==> config.mk <==
export PLATFORM = sky130hd
export DESIGN_NAME = civil_date_day_number_shift_unit
export DESIGN_NICKNAME = d
export VERILOG_FILES = /design/src/hdl/cdds_pkg.sv /design/src/hdl/cdds_ctrl.sv /design/src/hdl/cdds_dp.sv /design/src/hdl/civil_date_day_number_shift_unit.sv
export SDC_FILE = /design/constraint.sdc
export NUM_CORES = 1
export LEC_CHECK = 0
export BUFFER_PORTS_ARGS = -buffer_cell sky130_fd_sc_hd__buf_2
export CAP_MARGIN = 30
export CORE_MARGIN = 1
export CORE_UTILIZATION = 55
export DETAILED_ROUTE_END_ITERATION = 8
export GPL_TIMING_DRIVEN = 0
export HOLD_SLACK_MARGIN = 0.02
export PLACE_DENSITY = 0.74
export SETUP_SLACK_MARGIN = 0.4
export SLEW_MARGIN = 5
export SYNTH_ARGS = -nofsm -noshare
export SYNTH_HDL_FRONTEND = slang
export SYNTH_SLANG_ARGS = --single-unit
export TNS_END_PERCENT = 20
==> constraint.sdc <==
create_clock -name aclk -period 7.71 [get_ports aclk]
set_input_delay 0.771 -clock aclk [delete_from_list [all_inputs] [get_ports aclk]]
set_output_delay 0.771 -clock aclk [all_outputs]
set_load 0.02 [all_outputs]
==> src/hdl/cdds_pkg.sv <==
package cdds_pkg;

    localparam int YEAR_W   = 12;
    localparam int MONTH_W  = 4;
    localparam int DAY_W    = 5;
    localparam int OFF_W    = 17;
    localparam int DN_OUT_W = 16;
    localparam int WD_W     = 3;
    localparam int YLEN_W   = 9;

    localparam logic [YLEN_W-1:0]  DAYS_COMMON = 9'd365;
    localparam logic [YLEN_W-1:0]  DAYS_LEAP   = 9'd366;
    localparam logic [MONTH_W-1:0] MONTH_FIRST = 4'd1;
    localparam logic [MONTH_W-1:0] MONTH_FEB   = 4'd2;
    localparam logic [MONTH_W-1:0] NUM_MONTHS  = 4'd12;
    localparam logic [6:0]         CENT_LAST   = 7'd99;
    localparam logic [8:0]         QCENT_LAST  = 9'd399;
    localparam int                 WEEK_DAYS   = 7;

    // datapath commands
    typedef struct packed {
        logic load;
        logic year_step;
        logic mon_step;
        logic finish;
        logic tgt_year_step;
        logic tgt_mon_step;
        logic wr_ok;
        logic wr_fail;
        logic wr_inv;
    } cmd_t;

    // datapath status
    typedef struct packed {
        logic in_ok;
        logic at_year;
        logic day_ok;
        logic mon_done;
        logic tgt_pos;
        logic tgt_gt_ylen;
        logic at_last;
        logic tgt_gt_mon;
        logic out_free;
    } sts_t;

    // month length, zero for codes outside 1..12
    function automatic logic [DAY_W-1:0] month_len(input logic [MONTH_W-1:0] m,
                                                   input logic leap);
        logic [DAY_W-1:0] len;
        case (m)
            4'd1, 4'd3, 4'd5, 4'd7, 4'd8, 4'd10, 4'd12: len = 5'd31;
            4'd4, 4'd6, 4'd9, 4'd11:                    len = 5'd30;
            MONTH_FEB:                                  len = leap ? 5'd29 : 5'd28;
            default:                                    len = 5'd0;
        endcase
        return len;
    endfunction

    // a + b mod 7, a below 7 and b at most 3
    function automatic logic [WD_W-1:0] add_mod7(input logic [WD_W-1:0] a,
                                                 input logic [1:0] b);
        logic [WD_W:0] s;
        s = {1'b0, a} + {2'b00, b};
        if (s >= 4'(WEEK_DAYS)) begin
            s = s - 4'(WEEK_DAYS);
        end
        return s[WD_W-1:0];
    endfunction

    // 6-bit value below 42, mod 7 by repeated subtraction
    function automatic logic [WD_W-1:0] fold_mod7(input logic [5:0] v);
        logic [5:0] r;
        r = v;
        for (int i = 0; i < 5; i++) begin
            if (r >= 6'(WEEK_DAYS)) begin
                r = r - 6'(WEEK_DAYS);
            end
        end
        return r[WD_W-1:0];
    endfunction

endpackage

==> src/hdl/cdds_ctrl.sv <==
module cdds_ctrl (
    input  logic          aclk,
    input  logic          aresetn,
    input  logic          s_tvalid,
    output logic          s_tready,
    input  cdds_pkg::sts_t sts,
    output cdds_pkg::cmd_t cmd
);

    typedef enum logic [9:0] {
        ST_IDLE    = 10'b00_0000_0001,
        ST_CHECK   = 10'b00_0000_0010,
        ST_YEAR1   = 10'b00_0000_0100,
        ST_MON1    = 10'b00_0000_1000,
        ST_FIN     = 10'b00_0001_0000,
        ST_YEAR2   = 10'b00_0010_0000,
        ST_MON2    = 10'b00_0100_0000,
        ST_WR_OK   = 10'b00_1000_0000,
        ST_WR_FAIL = 10'b01_0000_0000,
        ST_WR_INV  = 10'b10_0000_0000
    } state_t;

    state_t state_reg, state_next;

    assign s_tready = (state_reg == ST_IDLE);

    always_comb begin
        state_next = state_reg;
        cmd        = '0;
        unique case (state_reg)
            ST_IDLE: begin
                if (s_tvalid) begin
                    cmd.load   = 1'b1;
                    state_next = ST_CHECK;
                end
            end
            ST_CHECK: begin
                state_next = sts.in_ok ? ST_YEAR1 : ST_WR_INV;
            end
            ST_YEAR1: begin
                if (sts.at_year) begin
                    state_next = sts.day_ok ? ST_MON1 : ST_WR_INV;
                end else begin
                    cmd.year_step = 1'b1;
                end
            end
            ST_MON1: begin
                if (sts.mon_done) begin
                    state_next = ST_FIN;
                end else begin
                    cmd.mon_step = 1'b1;
                end
            end
            ST_FIN: begin
                cmd.finish = 1'b1;
                state_next = ST_YEAR2;
            end
            ST_YEAR2: begin
                if (!sts.tgt_pos) begin
                    state_next = ST_WR_FAIL;
                end else if (sts.tgt_gt_ylen) begin
                    if (sts.at_last) begin
                        state_next = ST_WR_FAIL;
                    end else begin
                        cmd.tgt_year_step = 1'b1;
                    end
                end else begin
                    state_next = ST_MON2;
                end
            end
            ST_MON2: begin
                if (sts.tgt_gt_mon) begin
                    cmd.tgt_mon_step = 1'b1;
                end else begin
                    state_next = ST_WR_OK;
                end
            end
            ST_WR_OK: begin
                if (sts.out_free) begin
                    cmd.wr_ok  = 1'b1;
                    state_next = ST_IDLE;
                end
            end
            ST_WR_FAIL: begin
                if (sts.out_free) begin
                    cmd.wr_fail = 1'b1;
                    state_next  = ST_IDLE;
                end
            end
            ST_WR_INV: begin
                if (sts.out_free) begin
                    cmd.wr_inv = 1'b1;
                    state_next = ST_IDLE;
                end
            end
            default: begin
                state_next = ST_IDLE;
            end
        endcase
    end

    always_ff @(posedge aclk) begin
        if (!aresetn) begin
            state_reg <= ST_IDLE;
        end else begin
            state_reg <= state_next;
        end
    end

`ifndef SYNTHESIS
    a_accept_to_check: assert property (@(posedge aclk) disable iff (!aresetn)
        (state_reg == ST_IDLE && s_tvalid) |=> (state_reg == ST_CHECK))
        else $error("accepted word did not start a range check");

    a_fin_to_year2: assert property (@(posedge aclk) disable iff (!aresetn)
        (state_reg == ST_FIN) |=> (state_reg == ST_YEAR2))
        else $error("shift pass did not follow day number");
`endif

endmodule

==> src/hdl/cdds_dp.sv <==
module cdds_dp #(
    parameter int FIRST_YEAR = 1970,
    parameter int LAST_YEAR  = 2099
) (
    input  logic                                   aclk,
    input  logic                                   aresetn,
    input  logic [cdds_pkg::YEAR_W-1:0]            in_year,
    input  logic [cdds_pkg::MONTH_W-1:0]           in_month,
    input  logic [cdds_pkg::DAY_W-1:0]             in_day,
    input  logic signed [cdds_pkg::OFF_W-1:0]      in_offset_days,
    input  cdds_pkg::cmd_t                         cmd,
    output cdds_pkg::sts_t                         sts,
    input  logic                                   m_tready,
    output logic                                   m_tvalid,
    output logic                                   out_date_valid,
    output logic [cdds_pkg::DN_OUT_W-1:0]          out_day_number,
    output logic [cdds_pkg::WD_W-1:0]              out_weekday,
    output logic                                   out_shift_ok,
    output logic [cdds_pkg::YEAR_W-1:0]            out_new_year,
    output logic [cdds_pkg::MONTH_W-1:0]           out_new_month,
    output logic [cdds_pkg::DAY_W-1:0]             out_new_day
);

    localparam int SPAN     = (LAST_YEAR >= FIRST_YEAR) ? LAST_YEAR - FIRST_YEAR + 1 : 1;
    localparam int DN_RAW_W = $clog2(SPAN * 366 + 1);
    localparam int DN_W     = (DN_RAW_W > cdds_pkg::DN_OUT_W) ? DN_RAW_W : cdds_pkg::DN_OUT_W;
    localparam int TGT_W    = ((DN_W > cdds_pkg::OFF_W) ? DN_W : cdds_pkg::OFF_W) + 2;
    localparam int P        = FIRST_YEAR - 1;
    localparam int BASE     = 365 * P + P / 4 - P / 100 + P / 400;

    localparam logic [cdds_pkg::WD_W-1:0]   WD0    = 3'(BASE % 7);
    localparam logic [6:0]                  F100   = 7'(FIRST_YEAR % 100);
    localparam logic [8:0]                  F400   = 9'(FIRST_YEAR % 400);
    localparam logic [cdds_pkg::YEAR_W-1:0] FIRST_Y = 12'(FIRST_YEAR);
    localparam logic [cdds_pkg::YEAR_W-1:0] LAST_Y  = 12'(LAST_YEAR);

    // captured input word
    logic [cdds_pkg::YEAR_W-1:0]       y_in_reg, y_in_next;
    logic [cdds_pkg::MONTH_W-1:0]      m_in_reg, m_in_next;
    logic [cdds_pkg::DAY_W-1:0]        d_in_reg, d_in_next;
    logic signed [cdds_pkg::OFF_W-1:0] off_reg,  off_next;

    // year walker with century counters for the leap rule
    logic [cdds_pkg::YEAR_W-1:0] year_reg, year_next;
    logic [6:0]                  c100_reg, c100_next;
    logic [8:0]                  c400_reg, c400_next;

    logic [DN_W-1:0]               dn_reg,  dn_next;
    logic [cdds_pkg::WD_W-1:0]     wd_reg,  wd_next;
    logic [cdds_pkg::MONTH_W-1:0]  mi_reg,  mi_next;
    logic signed [TGT_W-1:0]       tgt_reg, tgt_next;

    // output register
    logic                            ov_reg,  ov_next;
    logic                            o_dv_reg, o_dv_next;
    logic [cdds_pkg::DN_OUT_W-1:0]   o_dn_reg, o_dn_next;
    logic [cdds_pkg::WD_W-1:0]       o_wd_reg, o_wd_next;
    logic                            o_ok_reg, o_ok_next;
    logic [cdds_pkg::YEAR_W-1:0]     o_y_reg,  o_y_next;
    logic [cdds_pkg::MONTH_W-1:0]    o_m_reg,  o_m_next;
    logic [cdds_pkg::DAY_W-1:0]      o_d_reg,  o_d_next;

    logic                          leap;
    logic [cdds_pkg::YLEN_W-1:0]   ylen;
    logic [1:0]                    ylen_mod;
    logic [cdds_pkg::DAY_W-1:0]    mlen_cur;
    logic [cdds_pkg::DAY_W-1:0]    mlen_in;
    logic [DN_W-1:0]               dn_fin;
    logic signed [TGT_W-1:0]       ylen_s;
    logic signed [TGT_W-1:0]       mlen_s;
    logic [5:0]                    wd_sum;

    assign leap     = (year_reg[1:0] == 2'b00) && ((c400_reg == '0) || (c100_reg != '0));
    assign ylen     = leap ? cdds_pkg::DAYS_LEAP : cdds_pkg::DAYS_COMMON;
    assign ylen_mod = leap ? 2'd2 : 2'd1;
    assign mlen_cur = cdds_pkg::month_len(mi_reg, leap);
    assign mlen_in  = cdds_pkg::month_len(m_in_reg, leap);
    assign dn_fin   = dn_reg + DN_W'(d_in_reg);
    assign ylen_s   = signed'(TGT_W'(ylen));
    assign mlen_s   = signed'(TGT_W'(mlen_cur));
    assign wd_sum   = {3'b000, wd_reg} + {1'b0, d_in_reg} - 6'd1;

    always_comb begin
        sts.in_ok = (y_in_reg >= FIRST_Y) && (y_in_reg <= LAST_Y)
                 && (m_in_reg >= cdds_pkg::MONTH_FIRST) && (m_in_reg <= cdds_pkg::NUM_MONTHS)
                 && (d_in_reg != '0);
        sts.at_year     = (year_reg == y_in_reg);
        sts.day_ok      = (d_in_reg <= mlen_in);
        sts.mon_done    = (mi_reg == m_in_reg);
        sts.tgt_pos     = !tgt_reg[TGT_W-1] && (tgt_reg != '0);
        sts.tgt_gt_ylen = (tgt_reg > ylen_s);
        sts.at_last     = (year_reg == LAST_Y);
        sts.tgt_gt_mon  = (mi_reg < cdds_pkg::NUM_MONTHS) && (tgt_reg > mlen_s);
        sts.out_free    = !ov_reg || m_tready;
    end

    always_comb begin
        y_in_next = y_in_reg;
        m_in_next = m_in_reg;
        d_in_next = d_in_reg;
        off_next  = off_reg;
        year_next = year_reg;
        c100_next = c100_reg;
        c400_next = c400_reg;
        dn_next   = dn_reg;
        wd_next   = wd_reg;
        mi_next   = mi_reg;
        tgt_next  = tgt_reg;
        ov_next   = ov_reg;
        o_dv_next = o_dv_reg;
        o_dn_next = o_dn_reg;
        o_wd_next = o_wd_reg;
        o_ok_next = o_ok_reg;
        o_y_next  = o_y_reg;
        o_m_next  = o_m_reg;
        o_d_next  = o_d_reg;

        if (cmd.year_step || cmd.tgt_year_step) begin
            year_next = year_reg + 12'd1;
            c100_next = (c100_reg == cdds_pkg::CENT_LAST) ? '0 : c100_reg + 7'd1;
            c400_next = (c400_reg == cdds_pkg::QCENT_LAST) ? '0 : c400_reg + 9'd1;
        end
        if (cmd.load || cmd.finish) begin
            year_next = FIRST_Y;
            c100_next = F100;
            c400_next = F400;
            mi_next   = cdds_pkg::MONTH_FIRST;
        end
        if (cmd.load) begin
            y_in_next = in_year;
            m_in_next = in_month;
            d_in_next = in_day;
            off_next  = in_offset_days;
            dn_next   = '0;
            wd_next   = WD0;
        end
        if (cmd.year_step) begin
            dn_next = dn_reg + DN_W'(ylen);
            wd_next = cdds_pkg::add_mod7(wd_reg, ylen_mod);
        end
        if (cmd.mon_step) begin
            dn_next = dn_reg + DN_W'(mlen_cur);
            // 28..31 days leave 0..3 mod 7
            wd_next = cdds_pkg::add_mod7(wd_reg, mlen_cur[1:0]);
            mi_next = mi_reg + 4'd1;
        end
        if (cmd.finish) begin
            dn_next  = dn_fin;
            wd_next  = cdds_pkg::fold_mod7(wd_sum);
            tgt_next = signed'(TGT_W'(dn_fin)) + TGT_W'(off_reg);
        end
        if (cmd.tgt_year_step) begin
            tgt_next = tgt_reg - ylen_s;
        end
        if (cmd.tgt_mon_step) begin
            tgt_next = tgt_reg - mlen_s;
            mi_next  = mi_reg + 4'd1;
        end

        if (ov_reg && m_tready) begin
            ov_next = 1'b0;
        end
        if (cmd.wr_ok || cmd.wr_fail) begin
            ov_next   = 1'b1;
            o_dv_next = 1'b1;
            o_dn_next = dn_reg[cdds_pkg::DN_OUT_W-1:0];
            o_wd_next = wd_reg + 3'd1;
            o_ok_next = cmd.wr_ok;
            o_y_next  = cmd.wr_ok ? year_reg : y_in_reg;
            o_m_next  = cmd.wr_ok ? mi_reg : m_in_reg;
            o_d_next  = cmd.wr_ok ? tgt_reg[cdds_pkg::DAY_W-1:0] : d_in_reg;
        end
        if (cmd.wr_inv) begin
            ov_next   = 1'b1;
            o_dv_next = 1'b0;
            o_dn_next = '0;
            o_wd_next = '0;
            o_ok_next = 1'b0;
            o_y_next  = '0;
            o_m_next  = '0;
            o_d_next  = '0;
        end
    end

    always_ff @(posedge aclk) begin
        y_in_reg <= y_in_next;
        m_in_reg <= m_in_next;
        d_in_reg <= d_in_next;
        off_reg  <= off_next;
        year_reg <= year_next;
        c100_reg <= c100_next;
        c400_reg <= c400_next;
        dn_reg   <= dn_next;
        wd_reg   <= wd_next;
        mi_reg   <= mi_next;
        tgt_reg  <= tgt_next;
        o_dv_reg <= o_dv_next;
        o_dn_reg <= o_dn_next;
        o_wd_reg <= o_wd_next;
        o_ok_reg <= o_ok_next;
        o_y_reg  <= o_y_next;
        o_m_reg  <= o_m_next;
        o_d_reg  <= o_d_next;
        if (!aresetn) begin
            ov_reg <= 1'b0;
        end else begin
            ov_reg <= ov_next;
        end
    end

    assign m_tvalid       = ov_reg;
    assign out_date_valid = o_dv_reg;
    assign out_day_number = o_dn_reg;
    assign out_weekday    = o_wd_reg;
    assign out_shift_ok   = o_ok_reg;
    assign out_new_year   = o_y_reg;
    assign out_new_month  = o_m_reg;
    assign out_new_day    = o_d_reg;

`ifndef SYNTHESIS
    a_invalid_zero: assert property (@(posedge aclk) disable iff (!aresetn)
        (ov_reg && !o_dv_reg) |-> (o_dn_reg == '0 && o_wd_reg == '0 && !o_ok_reg
                                   && o_y_reg == '0 && o_m_reg == '0 && o_d_reg == '0))
        else $error("invalid date word carries nonzero fields");

    a_century_align: assert property (@(posedge aclk) disable iff (!aresetn)
        $past(cmd.year_step || cmd.tgt_year_step || cmd.load || cmd.finish)
        |-> ((c400_reg != '0) || (c100_reg == '0)))
        else $error("century counters out of step");
`endif

endmodule

==> src/hdl/civil_date_day_number_shift_unit.sv <==
// Gregorian date unit: takes a date (year, month, day) and a signed day offset, checks the
// date against FIRST_YEAR..LAST_YEAR, the month range and the month length (leap years by
// the 4/100/400 rule), and returns the day number (1 January of FIRST_YEAR is day 1, low 16
// bits shown), the weekday (1 Monday .. 7 Sunday) and the date that lies offset days away.
// An invalid date gives a word of all zeros; a shift to day 0 or less, or past the end of
// LAST_YEAR, clears shift_ok and echoes the input date. One word is in work at a time. The
// year walker steps one year per cycle twice (once to build the day number, once to take
// the shifted number apart), and the month stepper runs after each year walk. A date out
// of range is written as invalid right after the range check, a day past the month end
// after the first year walk, and a failed shift ends early after its second year walk.
// A result write also waits while the output register is still full. A finished word
// waits in the output register while the next word is taken.
module civil_date_day_number_shift_unit #(
    parameter int FIRST_YEAR = 1970,
    parameter int LAST_YEAR  = 2099
) (
    input  logic        aclk,
    input  logic        aresetn,
    input  logic        s_tvalid,
    output logic        s_tready,
    // year [11:0], month [15:12], day [20:16], offset_days [37:21] (signed), zero [39:38]
    input  logic [39:0] s_tdata,
    output logic        m_tvalid,
    input  logic        m_tready,
    // date_valid [0], day_number [16:1], weekday [19:17], shift_ok [20],
    // new_year [32:21], new_month [36:33], new_day [41:37], zero [47:42]
    output logic [47:0] m_tdata
);

    cdds_pkg::cmd_t cmd;
    cdds_pkg::sts_t sts;

    logic                              out_date_valid;
    logic [cdds_pkg::DN_OUT_W-1:0]     out_day_number;
    logic [cdds_pkg::WD_W-1:0]         out_weekday;
    logic                              out_shift_ok;
    logic [cdds_pkg::YEAR_W-1:0]       out_new_year;
    logic [cdds_pkg::MONTH_W-1:0]      out_new_month;
    logic [cdds_pkg::DAY_W-1:0]        out_new_day;

    // sequencer: range check, two year walks, two month walks, result write
    cdds_ctrl u_ctrl (
        .aclk     (aclk),
        .aresetn  (aresetn),
        .s_tvalid (s_tvalid),
        .s_tready (s_tready),
        .sts      (sts),
        .cmd      (cmd)
    );

    // year walker, day accumulator, weekday counter and output register
    cdds_dp #(
        .FIRST_YEAR (FIRST_YEAR),
        .LAST_YEAR  (LAST_YEAR)
    ) u_dp (
        .aclk           (aclk),
        .aresetn        (aresetn),
        .in_year        (s_tdata[11:0]),
        .in_month       (s_tdata[15:12]),
        .in_day         (s_tdata[20:16]),
        .in_offset_days (signed'(s_tdata[37:21])),
        .cmd            (cmd),
        .sts            (sts),
        .m_tready       (m_tready),
        .m_tvalid       (m_tvalid),
        .out_date_valid (out_date_valid),
        .out_day_number (out_day_number),
        .out_weekday    (out_weekday),
        .out_shift_ok   (out_shift_ok),
        .out_new_year   (out_new_year),
        .out_new_month  (out_new_month),
        .out_new_day    (out_new_day)
    );

    // pack the result word, lowest field last
    assign m_tdata = {6'b000000, out_new_day, out_new_month, out_new_year, out_shift_ok,
                      out_weekday, out_day_number, out_date_valid};

endmodule

Word-level counts from Yosys, hierarchy flattened
Index checks and enable logic that the tools add are counted.
{"block": "op_classes", "addsub": 22, "n_lt_le_gt_ge": 15, "n_eq_ne": 45, "mux": 66, "n_reduce_logical": 30}
{"cell": "two-way mux 10 bit", "n": 10}
{"cell": "one-hot mux 10 bit (8 select lines)", "n": 1}
{"cell": "two-way mux 16 bit", "n": 4}
{"cell": "two-way mux 19 bit", "n": 3}
{"cell": "two-way mux 6 bit", "n": 8}
{"cell": "== test 4 bit, second input constant", "n": 10}
{"cell": "adder 16 x 5 -> 16 bit", "n": 2}
{"cell": "== test 4 x 3 -> 1 bit, second input constant", "n": 8}
{"cell": ">= comparator 6 x 3 -> 1 bit, second input constant", "n": 5}
{"cell": "one-hot mux 5 bit (3 select lines)", "n": 2}
{"cell": "subtractor 6 x 3 -> 6 bit, second input constant", "n": 4}
{"cell": "two-way mux 1 bit", "n": 21}
{"cell": "two-way mux 3 bit", "n": 7}
{"cell": "greater-than comparator 19 x 10 -> 1 bit", "n": 1}
{"cell": "greater-than comparator 19 x 6 -> 1 bit", "n": 1}
{"cell": "nonzero test 19 bit", "n": 1}
{"cell": "subtractor 19 x 10 -> 19 bit", "n": 1}
{"cell": "subtractor 19 x 6 -> 19 bit", "n": 1}
{"cell": "adder 17 x 17 -> 18 bit", "n": 1}
{"cell": "adder 16 x 9 -> 16 bit", "n": 1}
{"cell": "== test 4 x 2 -> 1 bit, second input constant", "n": 4}
{"cell": "two-way mux 4 bit", "n": 4}
{"cell": "OR reduction 7 bit", "n": 2}
{"cell": "adder 12 x 1 -> 12 bit, second input constant", "n": 1}
{"cell": "other kinds (51)", "n": 75}
{"block": "totals", "ff_bits": 161, "out_inout_bits": 50, "wordCells": 198}

Logic depth before layout (Yosys ltp)
{"block": "logic_depth", "ltp_word": 17, "mapped_depth": 31}

By module
Synthesis repeated with hierarchy kept, for this count alone.
{"block": "hier_totals", "hier_cells": 1339, "hier_area_um2": 11578.6}
{"module": "cdds_dp", "instances": 1, "cells_per_inst": 1227, "area_each_um2": 10715.3, "seq_area_each_um2": 3823.7}
{"module": "cdds_ctrl", "instances": 1, "cells_per_inst": 103, "area_each_um2": 799.5, "seq_area_each_um2": 200.2}
{"module": "civil_date_day_number_shift_unit", "instances": 1, "cells_per_inst": 9, "area_each_um2": 63.8, "seq_area_each_um2": 0.0}

Least setup slack after synthesis
Ideal clock, no wire load.
{"block": "synth_timing", "path_kind": "reg-to-reg", "start": "register u_dp.wd_reg[2] in the netlist's numbering", "end": "register u_dp.wd_reg[1] in the netlist's numbering, data pin", "setup_time_ns": 0.266, "arrival_ns": 6.454, "path_slack_ns": 0.990, "stages_incl_launch_ff": 29, "n_path_buf": 2, "synth_period_minus_slack_ns": 6.720, "path_cell_list": "edfxtp_1 > clkbuf_1 > inv_1 > ha_1 > inv_1 > ha_1 > a211oi_1 > o21bai_1 > a211oi_2 > mux2_2 > ha_1 > clkbuf_1 > nand3_1 > a21oi_1 > a311oi_2 > mux2_2 > ha_1 > nand2_1 > nand3_2 > xnor2_1 > ha_1 > a21o_1 > mux2_4 > ha_1 > nand2_1 > nand2_1 > a311o_1 > mux2i_1 > o21ai_1"}
{"block": "synth_between", "elab_chain_cells": 17, "word_cells_on_any_way": 30, "classes_between": "add/sub (9); order compare (7); mux (14)"}
{"item": "from (decl)", "line": "cdds_dp.sv:49", "rtl": "logic [cdds_pkg::WD_W-1:0] wd_reg, wd_next;"}
{"item": "from (signal assigned)", "line": "cdds_dp.sv:194", "rtl": "wd_reg <= wd_next;"}
{"item": "adder 3 x 5 -> 6 bit", "line": "cdds_dp.sv:81", "rtl": "assign wd_sum = {3'b000, wd_reg} + {1'b0, d_in_reg} - 6'd1;"}
{"item": "subtractor 6 x 1 -> 6 bit", "line": "cdds_dp.sv:81"}
{"item": "subtractor 6 x 3 -> 6 bit or >= comparator 6 x 3 -> 1 bit (tied branches)", "line": "cdds_pkg.sv:76, cdds_pkg.sv:75"}
{"item": "two-way mux 6 bit", "line": "cdds_pkg.sv:75", "rtl": "if (r >= 6'(WEEK_DAYS)) begin"}
{"item": "two-way mux 6 bit", "line": "cdds_dp.sv:147", "rtl": "if (cmd.finish) begin"}
{"item": "subtractor 6 x 3 -> 6 bit or >= comparator 6 x 3 -> 1 bit (tied branches)", "line": "cdds_pkg.sv:76, cdds_pkg.sv:75"}
{"item": "two-way mux 6 bit", "line": "cdds_pkg.sv:75"}
{"item": "two-way mux 6 bit", "line": "cdds_dp.sv:147"}
{"item": "[2 not listed]"}
{"item": "two-way mux 6 bit", "line": "cdds_dp.sv:147"}
{"item": "subtractor 6 x 3 -> 6 bit or >= comparator 6 x 3 -> 1 bit (tied branches)", "line": "cdds_pkg.sv:76, cdds_pkg.sv:75"}
{"item": "two-way mux 6 bit", "line": "cdds_pkg.sv:75"}
{"item": "two-way mux 6 bit", "line": "cdds_dp.sv:147"}
{"item": ">= comparator 6 x 3 -> 1 bit or subtractor 3 bit (tied branches)", "line": "cdds_pkg.sv:75, cdds_pkg.sv:76"}
{"item": "two-way mux 3 bit", "line": "cdds_pkg.sv:75"}
{"item": "two-way mux 3 bit (*)", "line": "cdds_dp.sv:147"}
{"item": "via u_dp.wd_next (one bit)", "line": "cdds_dp.sv:49"}
The timed path passes the listed nets; every way through them passes the cells marked *. The select of a mux whose other input is x is not followed.
A chain may end at the register's enable or synchronous reset.

Worst setup path in the final report
{"block": "layout_timing", "start": "register u_dp.wd_reg[1] in the netlist's numbering", "end": "register u_dp.wd_reg[1] in the netlist's numbering, data pin"}
Same word-level chain as after synthesis.

==> key figures <==
Critical path
  – Max incr delay on CP: 450 ps
  – WS Path Type: reg2reg
  – Worst R2R Setup Slack: 710 ps
  – Crit path launch type: flip-flop
  – Reg2reg start: u_dp.wd_reg[1]$_DFFE_PP_
  – Arrival @ worst endpoint: 7170 ps
  – Crit end category: flip-flop
  – Critical-path top delay cell: edfxtp_1
  – Reg2reg path depth: 29
  – Crit path top cell by count: ha_1
  – Buf+Inv Stages, Crit Path: 4
  – Largest fanout on the critical path: 9
  – CP Depth: 29
  – Worst path required time: 7880 ps
  – FF-to-FF End: u_dp.wd_reg[1]$_DFFE_PP_
  – Top delay family on crit path: adder cells

STA
  – Least-Margin Pin Slew: 996.5 ps
  – Final hold slack: 450.7 ps
  – Max_slew headroom: 32.69%
  – Max Fclk: 142.9 MHz
  – Clock skew: 15.89 ps
  – Hold Violations, Final: 0
  – Pins Over Slew Limit: 0
  – Minimum clock period: 7000 ps
  – Crit share post-route: 90.79%
  – Setup TNS: 0 ps
  – RSZ-0062 raised after global routing: no
  – # setup viols final: 0

Pwr
  – Switch Pwr: 2.655 mW
  – Part of the power in combinational logic: 64.5%
  – Seq pwr share: 20.9%
  – LEAKAGE: 4.981 nW
  – PwrDens: 459.4 nW/um^2
  – Peak VDD IR: 0.0008836 V
  – Net Sw Frac: 45.89%
  – Clock power frac: 14.7%
  – Pint: 3.131 mW

Synth
  – Synth top area cells: edfxtp_1 (22%), dfxtp_1 (15%), ha_1 (7.8%), nand2_1 (4.6%), xnor2_1 (3.8%)
  – Post-synth top area share: 21.67%
  – Ys async rst share: 0%
  – Yosys reg bits: 161
  – Synth Instances: 1247
  – Register area share after synthesis: 36.29%
  – Post-synth EDFFs: 80
  – Ys flop type: dfxtp_1
  – Syn_area_per_cell: 8.891 um^2
  – Synth warn: 0
  – Area leader, netlist: edfxtp_1
  – Mapped Area: 11090 um^2
  – Synth cell types: 85

Detailed routing
  – Average wire per standard cell: 18.40 um
  – Vias: 9919
  – Vias/cell: 6.037
  – Length of the first detailed-routing pass in iterations: 6
  – Residual DRC count: 0
  – DRT iter0 DRCs: 841
  – Post-route ant nets: 0
  – Routed Wire Length: 30240 um

Floorplanning
  – Row cnt: 51
  – Die ar.: 20730 um^2
  – Core ar.: 19590 um^2
  – Die W: 144.0 um
  – Starting Density: 56.59%
  – I/O pins: 94
  – DIE HEIGHT: 144.0 um

Run status
  – Run status: completed

GRT
  – Global-route wire length before repair: 46640 um
  – Total gr overflow: 0
  – Initial antenna violation count: 0
  – GRT Overall Usage: 29.19%
  – Largest net degree at the start of global routing: 31
  – Vias in the first global route: 9102

Placed design
  – Post-DP Area: 11890 um^2
  – HPWL Detailed: 22720 um
  – Final estimated routing congestion in global placement: 0.9270
  – Port Buffer Count: 85
  – Inst Count DP: 1603

Worst hold path
  – Hold WC Path Type: reg2reg
  – Hold EP: u_dp.out_day_number[15]$_SDFFE_PP0P_
  – WHS Path Cells: 2
  – Hold path start: u_dp.out_day_number[15]$_SDFFE_PP0P_

Clock tree
  – Clk root buf: clkbuf_16
  – Clock buffer depth: 2
  – CTS tree: done
  – H-tree Lvls: 4
  – Clock sink total: 161
  – Hold-fix buffers, CTS: 0
  – Clk pin slew, worst setup/hold paths: 70 ps
  – Worst-Skew Late Latency: 450 ps
  – TritonCTS buffer count: 17

Finish
  – Most frequent cells in the layout: nand2_1 (134), nor2_1 (103), buf_2 (87)
  – Max FFs per register: 19
  – Layout area overhead: 13.60%
  – Final instance count without filler cells: 1643
  – Antenna diode count: 0
  – Share of cells above drive strength 1: 13.21%
  – Filler Cell Count: 1680
  – Most common cell after layout, fill and taps aside: nand2_1
  – Final Cell Area: 12590 um^2
  – NumNets Final: 1487

Flow run
  – Total of max-cap violations: 0
==> repair_timing <==
| action | CTS | global route |
|---|---|---|
| setup endpoints to repair | 2 | 3 |
| resized for setup | 3 | 13 |
| buffers inserted | 3 | 5 |
| gates cloned | 0 | 0 |
| pin swaps | 1 | 3 |
==> cells in the mapped netlist (11+ instances only) <==
cell	count
and3_1	14
xnor2_1	48
o21ai_0	65
a211oi_1	31
o22ai_1	17
nand2_1	135
edfxtp_1	80
a21o_1	15
inv_1	60
a21oi_1	83
nor2b_1	16
or3_1	14
ha_1	69
nor2_1	103
a31oi_1	11
nor3_1	21
mux2i_1	31
clkbuf_1	52
o21a_1	11
nand4_1	15
dfxtp_1	81
o211ai_1	13
o21bai_1	11
xor2_1	47
nand3_1	26
==> layout make-up <==
cell class / instances / area [um^2] / area share, %
buffer: 64 / 276.5 / 2.196
clock buffer: 17 / 425.4 / 3.378
clock inverter: 15 / 166.4 / 1.321
inverter: 60 / 225.2 / 1.788
multi-input combinational: 967 / 6640 / 52.72
sequential: 161 / 4024 / 31.95
tap: 265 / 331.6 / 2.633
timing repair buffer: 94 / 505.5 / 4.014
==> power by group through the flow <==
stage | combinational, mW | sequential [mW] | clock, mW
6_report | 3.73 | 1.21 | 0.850
4_1_cts | 3.57 | 1.20 | 0.855
3_5_place_dp | 3.51 | 1.22 | 0
2_1_floorplan | 2.77 | 1.19 | 0
3_3_place_gp | 3.37 | 1.23 | 0
5_1_grt | 4.08 | 1.22 | 0.887
==> cells by family after synthesis <==
family / after synthesis / share of synthesized area (%)
AO/OA/AOI/OAI: 338 / 20.36
XOR/XNOR: 97 / 7.798
adder cells (fa/ha/maj): 78 / 9.412
buffers and inverters: 124 / 4.492
flip-flops: 161 / 36.29
multiplexers: 41 / 3.894
other: 1 / 0.03382
AND/OR/NAND/NOR: 407 / 17.72
==> per-stage QoR <==
step                      util, %  total power [mW]  setup slack (ps)
after floorplan                 -             3.964             989.8
final                       64.29             5.786             710.2
after detailed placement    60.70             4.732             128.6
after CTS                   63.94             5.622             418.1
after global routing        64.29             6.184             379.9
after global placement      60.55             4.596             219.4
==> worst max path at each step <==
| stage | start | endpoint | slack, ps |
|---|---|---|---|
| 2_1_floorplan | u_dp.wd_reg[2]$_DFFE_PP_ | u_dp.wd_reg[1]$_DFFE_PP_ | 990 |
| 3_3_place_gp | u_dp.wd_reg[2]$_DFFE_PP_ | u_dp.wd_reg[1]$_DFFE_PP_ | 220 |
| 3_5_place_dp | u_dp.wd_reg[2]$_DFFE_PP_ | u_dp.wd_reg[0]$_DFFE_PP_ | 130 |
| 4_1_cts | u_dp.wd_reg[2]$_DFFE_PP_ | u_dp.wd_reg[0]$_DFFE_PP_ | 420 |
| 5_1_grt | u_dp.wd_reg[1]$_DFFE_PP_ | u_dp.wd_reg[1]$_DFFE_PP_ | 380 |
| 6_report | u_dp.wd_reg[1]$_DFFE_PP_ | u_dp.wd_reg[1]$_DFFE_PP_ | 710 |
==> per-layer routing <==
metal,wire [um],vias up,part of all wire (%),track usage [%]
met3,2091,51,6.9,5.662
met2,14460,364,48,48.08
met5,0,-,0,0
met4,652,0,2.2,9.295
met1,13040,4708,43,38.44
li1,-,4796,-,-
==> worst register-to-register path: cells and delay by family, from the launching register on <==
| kind | cells | cell delay (ps) |
|---|---|---|
| adder cells (fa/ha/maj) | 7 | 1900 |
| AO/OA/AOI/OAI | 7 | 1570 |
| buffers and inverters | 4 | 500 |
| multiplexers | 5 | 1650 |
| AND/OR/NAND/NOR | 6 | 660 |
| flip-flops | 1 | 450 |
No activity file was read; power rests on OpenSTA's default activity.
